File: config.mk
export PLATFORM = sky130hd
export DESIGN_NAME = radix_number_to_text_core
export DESIGN_NICKNAME = d
export VERILOG_FILES = /design/src/hdl/rntt_pkg.sv /design/src/hdl/rntt_ctrl.sv /design/src/hdl/rntt_datapath.sv /design/src/hdl/radix_number_to_text_core.sv
export SDC_FILE = /design/constraint.sdc
export NUM_CORES = 2
export LEC_CHECK = 0
export BUFFER_PORTS_ARGS = -buffer_cell sky130_fd_sc_hd__buf_2
export CORE_MARGIN = 4
export CORE_UTILIZATION = 65
export DETAILED_ROUTE_END_ITERATION = 6
export PLACE_DENSITY = 0.88
export SLEW_MARGIN = 40
export SYNTH_ARGS = -nofsm -noshare
export SYNTH_HDL_FRONTEND = slang
export SYNTH_HIERARCHICAL = 1
export SYNTH_SLANG_ARGS = --single-unit
export TNS_END_PERCENT = 5
File: constraint.sdc
create_clock -name clock -period 10.5 [get_ports clock]
set_clock_uncertainty 0.1 [all_clocks]
set_input_delay 2.1 -clock clock [delete_from_list [all_inputs] [get_ports clock]]
set_output_delay 2.1 -clock clock [all_outputs]
set_load 0.01 [all_outputs]
File: src/hdl/rntt_pkg.sv
`timescale 1ns / 1ps
// ----------------------------------------------------------------------------
// rntt_pkg
// Shared types, constants and helper functions of the radix number-to-text
// converter: widths, register indexes, controller/datapath bundles and the
// reciprocal table used for division by the radix.
// ----------------------------------------------------------------------------
package rntt_pkg;

   // Widths
   localparam int NUMBER_BITS    = 32;
   localparam int MAX_DIGITS     = 16;
   localparam int DIGIT_BITS     = 4;
   localparam int CHAR_BITS      = 7;
   localparam int BYTE_BITS      = 8;
   localparam int COUNT_BITS     = 5;
   localparam int REM_BITS       = COUNT_BITS + 1;
   localparam int CSR_DATA_BITS  = 64;
   localparam int CSR_INDEX_BITS = 2;
   localparam int SLOTS_PER_REG  = CSR_DATA_BITS / BYTE_BITS;
   localparam int STACK_DEPTH    = NUMBER_BITS;
   localparam int DEPTH_BITS     = $clog2(STACK_DEPTH + 1);

   // Register indexes
   localparam logic [CSR_INDEX_BITS-1:0] CSR_DIGIT_COUNT = 2'd0;
   localparam logic [CSR_INDEX_BITS-1:0] CSR_DIGITS_LOW  = 2'd1;
   localparam logic [CSR_INDEX_BITS-1:0] CSR_DIGITS_HIGH = 2'd2;

   // Character limits
   localparam logic [BYTE_BITS-1:0] CHAR_LOWEST  = 8'd32;
   localparam logic [BYTE_BITS-1:0] CHAR_HIGHEST = 8'd126;
   localparam logic [BYTE_BITS-1:0] CHAR_MINUS   = 8'd45;
   localparam logic [BYTE_BITS-1:0] CHAR_PLUS    = 8'd43;

   // Controller commands to the datapath
   typedef struct packed {
      logic load;
      logic val_step;
      logic div_mul;
      logic div_fix;
      logic emit_sign;
      logic emit_digit;
   } rntt_cmd_type;

   // Datapath status to the controller
   typedef struct packed {
      logic count_ok;
      logic row_bad;
      logic row_last;
      logic quot_zero;
      logic negative;
      logic last_digit;
   } rntt_status_type;

   // Alphabet character for digit value k
   function automatic logic [BYTE_BITS-1:0] alpha_char(
      input logic [CSR_DATA_BITS-1:0] low,
      input logic [CSR_DATA_BITS-1:0] high,
      input logic [DIGIT_BITS-1:0]    k
   );
      logic [CSR_DATA_BITS-1:0] word;
      word = k[DIGIT_BITS-1] ? high : low;
      return word[BYTE_BITS*k[DIGIT_BITS-2:0] +: BYTE_BITS];
   endfunction

   // floor(2^32 / radix); estimate is low by at most one
   function automatic logic [NUMBER_BITS-1:0] radix_recip(
      input logic [COUNT_BITS-1:0] radix
   );
      logic [NUMBER_BITS-1:0] r;
      case (radix)
         5'd2:    r = 32'd2147483648;
         5'd3:    r = 32'd1431655765;
         5'd4:    r = 32'd1073741824;
         5'd5:    r = 32'd858993459;
         5'd6:    r = 32'd715827882;
         5'd7:    r = 32'd613566756;
         5'd8:    r = 32'd536870912;
         5'd9:    r = 32'd477218588;
         5'd10:   r = 32'd429496729;
         5'd11:   r = 32'd390451572;
         5'd12:   r = 32'd357913941;
         5'd13:   r = 32'd330382099;
         5'd14:   r = 32'd306783378;
         5'd15:   r = 32'd286331153;
         5'd16:   r = 32'd268435456;
         default: r = '0;
      endcase
      return r;
   endfunction

endpackage

File: src/hdl/rntt_ctrl.sv
`timescale 1ns / 1ps
// ----------------------------------------------------------------------------
// rntt_ctrl
// Sequencer of the converter: alphabet check, digit extraction by repeated
// division, then emission of sign and digits, most significant first.
// ----------------------------------------------------------------------------
module rntt_ctrl
   import rntt_pkg::*;
(
   input  logic            clock,
   input  logic            reset,
   input  logic            start,
   output logic            busy,
   input  rntt_status_type status,
   output rntt_cmd_type    cmd
);

   typedef enum logic [5:0] {
      ST_IDLE     = 6'b000001,
      ST_VALIDATE = 6'b000010,
      ST_DIV_MUL  = 6'b000100,
      ST_DIV_FIX  = 6'b001000,
      ST_SIGN     = 6'b010000,
      ST_DIGITS   = 6'b100000
   } state_type;

   state_type state_ff, state_in;

   // Next state and commands
   always_comb begin
      state_in = state_ff;
      cmd      = '0;
      case (state_ff)
         ST_IDLE: begin
            if (start) begin
               cmd.load = 1'b1;
               state_in = ST_VALIDATE;
            end
         end
         ST_VALIDATE: begin
            if (!status.count_ok || status.row_bad) begin
               state_in = ST_IDLE;
            end else if (status.row_last) begin
               state_in = ST_DIV_MUL;
            end else begin
               cmd.val_step = 1'b1;
            end
         end
         ST_DIV_MUL: begin
            cmd.div_mul = 1'b1;
            state_in    = ST_DIV_FIX;
         end
         ST_DIV_FIX: begin
            cmd.div_fix = 1'b1;
            if (status.quot_zero) begin
               state_in = status.negative ? ST_SIGN : ST_DIGITS;
            end else begin
               state_in = ST_DIV_MUL;
            end
         end
         ST_SIGN: begin
            cmd.emit_sign = 1'b1;
            state_in      = ST_DIGITS;
         end
         ST_DIGITS: begin
            cmd.emit_digit = 1'b1;
            if (status.last_digit) begin
               state_in = ST_IDLE;
            end
         end
         default: begin
            state_in = ST_IDLE;
         end
      endcase
   end

   // State register
   always_ff @(posedge clock) begin
      if (reset) begin
         state_ff <= ST_IDLE;
      end else begin
         state_ff <= state_in;
      end
   end

   assign busy = (state_ff != ST_IDLE);

endmodule

File: src/hdl/rntt_datapath.sv
`timescale 1ns / 1ps
// ----------------------------------------------------------------------------
// rntt_datapath
// Configuration registers, alphabet checker, reciprocal divider, digit
// stack and the registered result port.
// ----------------------------------------------------------------------------
module rntt_datapath
   import rntt_pkg::*;
(
   input  logic                          clock,
   input  logic                          reset,
   input  logic                          csr_write_en,
   input  logic [CSR_INDEX_BITS-1:0]     csr_index,
   input  logic [CSR_DATA_BITS-1:0]      csr_write_data,
   input  logic signed [NUMBER_BITS-1:0] req_number,
   input  rntt_cmd_type                  cmd,
   output rntt_status_type               status,
   output logic                          rsp_valid,
   output logic [CHAR_BITS-1:0]          rsp_character,
   output logic                          rsp_last
);

   // Configuration
   logic [COUNT_BITS-1:0]    count_ff;
   logic [CSR_DATA_BITS-1:0] low_ff;
   logic [CSR_DATA_BITS-1:0] high_ff;

   always_ff @(posedge clock) begin
      if (reset) begin
         count_ff <= '0;
         low_ff   <= '0;
         high_ff  <= '0;
      end else if (csr_write_en) begin
         case (csr_index)
            CSR_DIGIT_COUNT: count_ff <= csr_write_data[COUNT_BITS-1:0];
            CSR_DIGITS_LOW:  low_ff   <= csr_write_data;
            CSR_DIGITS_HIGH: high_ff  <= csr_write_data;
            default:         ;
         endcase
      end
   end

   // Alphabet check, one character per cycle against all later ones
   logic [DIGIT_BITS-1:0] vidx_ff;
   logic [BYTE_BITS-1:0]  row_char;
   logic                  row_dup;

   assign row_char = alpha_char(low_ff, high_ff, vidx_ff);

   always_comb begin
      row_dup = 1'b0;
      for (int b = 0; b < MAX_DIGITS; b++) begin
         if ((COUNT_BITS'(b) > {1'b0, vidx_ff}) && (COUNT_BITS'(b) < count_ff) &&
             (alpha_char(low_ff, high_ff, DIGIT_BITS'(b)) == row_char)) begin
            row_dup = 1'b1;
         end
      end
   end

   assign status.count_ok = (count_ff >= COUNT_BITS'(2)) &&
                            (count_ff <= COUNT_BITS'(MAX_DIGITS));
   assign status.row_bad  = row_dup || (row_char < CHAR_LOWEST) ||
                            (row_char > CHAR_HIGHEST) ||
                            (row_char == CHAR_MINUS) || (row_char == CHAR_PLUS);
   assign status.row_last = (({1'b0, vidx_ff} + COUNT_BITS'(1)) == count_ff);

   always_ff @(posedge clock) begin
      if (cmd.load) begin
         vidx_ff <= '0;
      end else if (cmd.val_step) begin
         vidx_ff <= vidx_ff + DIGIT_BITS'(1);
      end
   end

   // Magnitude and sign
   logic [NUMBER_BITS-1:0] num_raw;
   logic [NUMBER_BITS-1:0] mag_ff;
   logic                   neg_ff;
   logic [NUMBER_BITS-1:0] quot_est_ff;

   assign num_raw = NUMBER_BITS'(req_number);

   // Division by the radix: reciprocal multiply, then one-step correction
   logic [2*NUMBER_BITS-1:0] prod;
   logic [NUMBER_BITS-1:0]   radix_w;
   logic [NUMBER_BITS-1:0]   back_prod;
   logic [NUMBER_BITS-1:0]   rem_full;
   logic [REM_BITS-1:0]      rem_small;
   logic                     fix_up;
   logic [REM_BITS-1:0]      rem_fixed;
   logic [DIGIT_BITS-1:0]    digit;
   logic [NUMBER_BITS-1:0]   quot;

   assign prod      = {{NUMBER_BITS{1'b0}}, mag_ff} *
                      {{NUMBER_BITS{1'b0}}, radix_recip(count_ff)};
   assign radix_w   = NUMBER_BITS'(count_ff);
   assign back_prod = quot_est_ff * radix_w;
   assign rem_full  = mag_ff - back_prod;
   assign rem_small = rem_full[REM_BITS-1:0];
   assign fix_up    = (rem_small >= {1'b0, count_ff});
   assign rem_fixed = fix_up ? (rem_small - {1'b0, count_ff}) : rem_small;
   assign digit     = rem_fixed[DIGIT_BITS-1:0];
   assign quot      = quot_est_ff + NUMBER_BITS'(fix_up);

   assign status.quot_zero = (quot == '0);
   assign status.negative  = neg_ff;

   always_ff @(posedge clock) begin
      if (cmd.load) begin
         neg_ff <= num_raw[NUMBER_BITS-1];
         mag_ff <= num_raw[NUMBER_BITS-1] ? (~num_raw + NUMBER_BITS'(1)) : num_raw;
      end else if (cmd.div_fix) begin
         mag_ff <= quot;
      end
      if (cmd.div_mul) begin
         quot_est_ff <= prod[2*NUMBER_BITS-1:NUMBER_BITS];
      end
   end

   // Digit stack: push at the bottom during division, pop from it on emit
   logic [DIGIT_BITS-1:0] stack_ff [STACK_DEPTH];
   logic [DIGIT_BITS-1:0] stack_in [STACK_DEPTH];
   logic [DEPTH_BITS-1:0] depth_ff, depth_in;

   always_comb begin
      stack_in = stack_ff;
      depth_in = depth_ff;
      if (cmd.load) begin
         depth_in = '0;
      end else if (cmd.div_fix) begin
         stack_in[0] = digit;
         for (int i = 1; i < STACK_DEPTH; i++) begin
            stack_in[i] = stack_ff[i-1];
         end
         depth_in = depth_ff + DEPTH_BITS'(1);
      end else if (cmd.emit_digit) begin
         for (int i = 0; i < STACK_DEPTH - 1; i++) begin
            stack_in[i] = stack_ff[i+1];
         end
         depth_in = depth_ff - DEPTH_BITS'(1);
      end
   end

   always_ff @(posedge clock) begin
      stack_ff <= stack_in;
   end

   always_ff @(posedge clock) begin
      if (reset) begin
         depth_ff <= '0;
      end else begin
         depth_ff <= depth_in;
      end
   end

   assign status.last_digit = (depth_ff == DEPTH_BITS'(1));

   // Result register
   logic                 valid_ff;
   logic [CHAR_BITS-1:0] char_ff;
   logic                 last_ff;
   logic [BYTE_BITS-1:0] top_char;

   assign top_char = alpha_char(low_ff, high_ff, stack_ff[0]);

   always_ff @(posedge clock) begin
      if (reset) begin
         valid_ff <= 1'b0;
      end else begin
         valid_ff <= cmd.emit_sign || cmd.emit_digit;
      end
   end

   always_ff @(posedge clock) begin
      if (cmd.emit_sign) begin
         char_ff <= CHAR_MINUS[CHAR_BITS-1:0];
         last_ff <= 1'b0;
      end else if (cmd.emit_digit) begin
         char_ff <= top_char[CHAR_BITS-1:0];
         last_ff <= status.last_digit;
      end
   end

   assign rsp_valid     = valid_ff;
   assign rsp_character = char_ff;
   assign rsp_last      = last_ff;

endmodule

File: src/hdl/radix_number_to_text_core.sv
`timescale 1ns / 1ps
// ----------------------------------------------------------------------------
// radix_number_to_text_core
// Converts a signed 32-bit number to text in a programmable base of 2 to 16
// digits, one character per result, most significant first.
// ----------------------------------------------------------------------------
// A number is taken when start is high and busy is low. The block first
// checks the alphabet, one character per cycle, and stops early when it
// finds a fault; a bad alphabet ends the job with no output. It then
// extracts digits least significant first, each by a reciprocal multiply
// step and then a correction step, and finally emits an optional
// minus sign and the digits on consecutive cycles, one rsp_valid pulse each,
// rsp_last on the final one. After the transfer busy stays high until the
// last digit has been emitted, so the block cannot take a new number before
// it is through with the current one.
// Results cannot be stalled: the receiver must take each one in the
// cycle it is shown. Write csr_* only while busy is low.
// ----------------------------------------------------------------------------
module radix_number_to_text_core
   import rntt_pkg::*;
(
   input  logic                          clock,
   input  logic                          reset,
   input  logic                          start,
   output logic                          busy,
   input  logic signed [NUMBER_BITS-1:0] req_number,
   output logic                          rsp_valid,
   output logic [CHAR_BITS-1:0]          rsp_character,
   output logic                          rsp_last,
   input  logic                          csr_write_en,
   input  logic [CSR_INDEX_BITS-1:0]     csr_index,
   input  logic [CSR_DATA_BITS-1:0]      csr_write_data
);

   rntt_cmd_type    cmd;
   rntt_status_type status;

   // Sequencer
   rntt_ctrl u_ctrl (
      .clock  (clock),
      .reset  (reset),
      .start  (start),
      .busy   (busy),
      .status (status),
      .cmd    (cmd)
   );

   // Registers, divider, digit stack, result port
   rntt_datapath u_datapath (
      .clock          (clock),
      .reset          (reset),
      .csr_write_en   (csr_write_en),
      .csr_index      (csr_index),
      .csr_write_data (csr_write_data),
      .req_number     (req_number),
      .cmd            (cmd),
      .status         (status),
      .rsp_valid      (rsp_valid),
      .rsp_character  (rsp_character),
      .rsp_last       (rsp_last)
   );

endmodule
==> flow_summary.yaml <==
setup_path:
  worst_setup_path_start_kind: "register"
  critPathMaxFanout: 24
  timing.rr.end: "u_datapath/quot_est_ff[28]$_DFFE_PP_"
  reg2reg_depth: 23
  worst-setup-path-type: "reg2reg"
  required_ps: 10710
  cp_data_arrival_time_ps: 9410
  worstSetupEndpointType: "register"
  rrSetupSlack_ps: 1300
floorplan:
  rows: 102
  io_pins: 112
  core_area_um2: 78000
  initial_core_util_pct: 66.1
  die_area_um2: 83900
  die_h_um: 290
  die_x_um: 290
pwr:
  worst_ir_drop_vdd_mv: 0.148
  p_sw_share_pct: 36.5
  clock_power_share_pct: 30.9
  power_leakage_nw: 25.4
  netSwitchingPower_mw: 1.63
  pwr-share-seq_pct: 38.0
  pwr-share-comb_pct: 31.1
  cellPowerDensity_nw_per_um2: 82.3
  internal_power_mw: 2.84
synth:
  synth.area.top_cells: "fa_1 35%, edfxtp_1 11%, ha_1 7.0%"
  synth_common_cells: "928 x inv_1, 901 x fa_1, 707 x nand2_1"
  synth_compound_area_share_pct: 5.67
  synth_simple_gate_area_share_pct: 13.5
  synth_top_family_by_area: "adder cells"
  ys_ff_latch: 373
  yosysWarnings: 6
  synthAdderAreaFrac_pct: 42.0
  yosysTopAreaCell: "fa_1"
  yosysUniqueCellTypes: 93
  synth_area_per_cell_um2: 9.92
  ys_seq_area_share_pct: 18.2
  synth-main-ff-cell: "edfxtp_1"
  post-synth-top-count-cell: "inv_1"
  syn-cell-area_um2: 51500
  syn_inst: 5195
  synth_mux_area_share_pct: 6.90
  netlist.area_leader.share_pct: 35.0
  syn-num-nets: 6487
  async_flop_share_pct: 0
  synth-xor-area-share_pct: 4.52
  synth_edf_count: 193
sta:
  maxSlewViolCount: 0
  worst_pin_slew_ps: 893
  hold_violations: 0
  rsz0062_at_grt: "false"
  relSlewSlack_pct: 40.5
  setup_slack_ps: 1300
  fin_crit_ps: 9200
  finalSetupViolations: 0
  fmax_mhz: 109
  period_share_pct: 87.6
  hold_ws_ps: 355
  fin_tns_setup_ps: 0
global_routing:
  antenna_found_initial: 9
  grt_max_degree: 96
  grt_usage_pct: 37.4
  overflow: 0
  grt_pass1_wl_um: 236000
  grt_pass1_vias: 40900
clock_network:
  clock-sinks: 373
  clock_latency_ps: 600
  cts-resized-gates: 0
  cts_tree: "built"
  clockBufferDepth: 3
  numCtsBuffers: 38
  cts-hold-fix-buffers: 0
  root_buffer: "clkbuf_16"
  postCtsSetupBuffers: 0
  path_clk_slew_ps: 70
  htreeDepth: 2
drt:
  drt-total-wl_um: 153000
  wire_per_inst_um: 24.6
  drt_iter0_markers: 4627
  viasPerCell: 6.20
  num_vias: 38600
  dr.pass1.iters: 6
  postRouteAntennaNets: 0
  drc: 0
hold_path:
  worstHoldPathCells: 0
  holdPathEnd: "u_datapath/stack_ff[3]$_DFFE_PP_"
  worstHoldPathType: "reg2reg"
  min_from: "u_datapath/stack_ff[7]$_DFFE_PP_"
final_layout:
  layout-drive-gt1-share_pct: 9.65
  area.growth.synth_to_final_pct: 5.31
  fin_nets: 6444
  design_area_um2: 54300
placed_design:
  place_hpwl_um: 119000
  pre_cts_slack_ps: 1470
  io_buffers: 111
  place_area_um2: 52900
  gp_congestion: 1.02
job:
  drv_cap: 0
status:
  status: "finished clean"
area by class of cell:
type / count / area (um^2)
Fill cell: 5533 / 23700
Antenna cell: 11 / 27.5
Inverter: 930 / 3490
Clock buffer: 49 / 1040
Multi-Input combinational cell: 3615 / 37500
Sequential cell: 373 / 9430
Timing Repair Buffer: 194 / 1270
Tap cell: 1040 / 1300
Clock inverter: 19 / 189
placed cells by master (no fill, tap or decap), drive strengths merged, types with 34 or more instances in the layout:
cell and count:
nand3 52, dfxtp 180, fa 901, mux4 70, ha 289, nor2 111, mux2 123, nor3 42
edfxtp 193, nand2 707, mux2i 50, buf 193, xnor2 132, and2 378, a21oi 241, xor2 134
a21o 34, o21ai 68, clkbuf 50, inv 937
power by group through the flow:
stage / Clock [mW] / Combinational [mW] / Sequential, mW
4_1_cts: 1.40 / 1.33 / 1.70
5_1_grt: 1.45 / 1.50 / 1.70
3_5_place_dp: 0 / 1.31 / 1.73
6_report: 1.38 / 1.39 / 1.70
2_1_floorplan: 0 / 0.881 / 1.64
3_3_place_gp: 0 / 1.28 / 1.73
how the worst max path moves through the flow:
stage / start / end / slack [ps]
after global placement: register / u_datapath/quot_est_ff[30]$_DFFE_PP_ / 1330
after detailed placement: u_datapath/mag_ff[16]$_DFFE_PP_ / u_datapath/quot_est_ff[30]$_DFFE_PP_ / 1470
after CTS: u_datapath/mag_ff[16]$_DFFE_PP_ / u_datapath/quot_est_ff[30]$_DFFE_PP_ / 1450
final: register / u_datapath/quot_est_ff[28]$_DFFE_PP_ / 1300
after global routing: register / u_datapath/quot_est_ff[28]$_DFFE_PP_ / 1090
after floorplan: start / u_datapath/stack_ff[100]$_DFFE_PP_ / 1920
layer usage:
metal | vias to the layer above | GRT usage (%) | routed length [um]
met4 | 6 | 20.3 | 11100
li1 | 16200 | - | -
met2 | 2700 | 57.4 | 67400
met3 | 803 | 12.6 | 20800
met1 | 18900 | 47.2 | 53800
met5 | - | 0 | 28
per-stage QoR:
stage / utilization (%) / power, mW / instances
3_3_place_gp: 67.7 / 3.01 / 6143
3_5_place_dp: 67.9 / 3.04 / 6148
6_report: 69.6 / 4.47 / 6231
2_1_floorplan: - / 2.52 / 5195
5_1_grt: 69.6 / 4.65 / 6222
4_1_cts: 69.5 / 4.43 / 6216
worst max-delay path, cell delays in order (launching register included):
cell and delay [ps]:
dfxtp_1 640, buf_4 470, and2_1 240, inv_1 70, fa_1 570, fa_1 440
fa_1 510, fa_1 570, inv_1 60, fa_1 490, fa_1 580, fa_1 450
fa_1 450, ha_1 350, nand2_1 100, nor4_1 580, o311ai_1 290, a211oi_1 270
or3_1 430, o211ai_1 310, a21oi_1 340, a21oi_1 210, o31ai_1 270, xor2_1 110
flip-flops by register name, indices dropped and copies added (netlist names), 6 cells and up, named ones only:
signal / flops
u_ctrl/state_ff: 6
u_datapath/depth_ff: 6
u_datapath/high_ff: 64
u_datapath/low_ff: 64
u_datapath/mag_ff: 32
u_datapath/quot_est_ff: 32
u_datapath/rsp_character: 7
u_datapath/stack_ff: 128
cells by family after synthesis:
group           Yosys count
fa+ha+maj              1190
simple gates           1440
mux                     243
xor+xnor                266
compound gates          476
flops                   373
buf+inv                1207
Power figures use the tool's default switching activity.
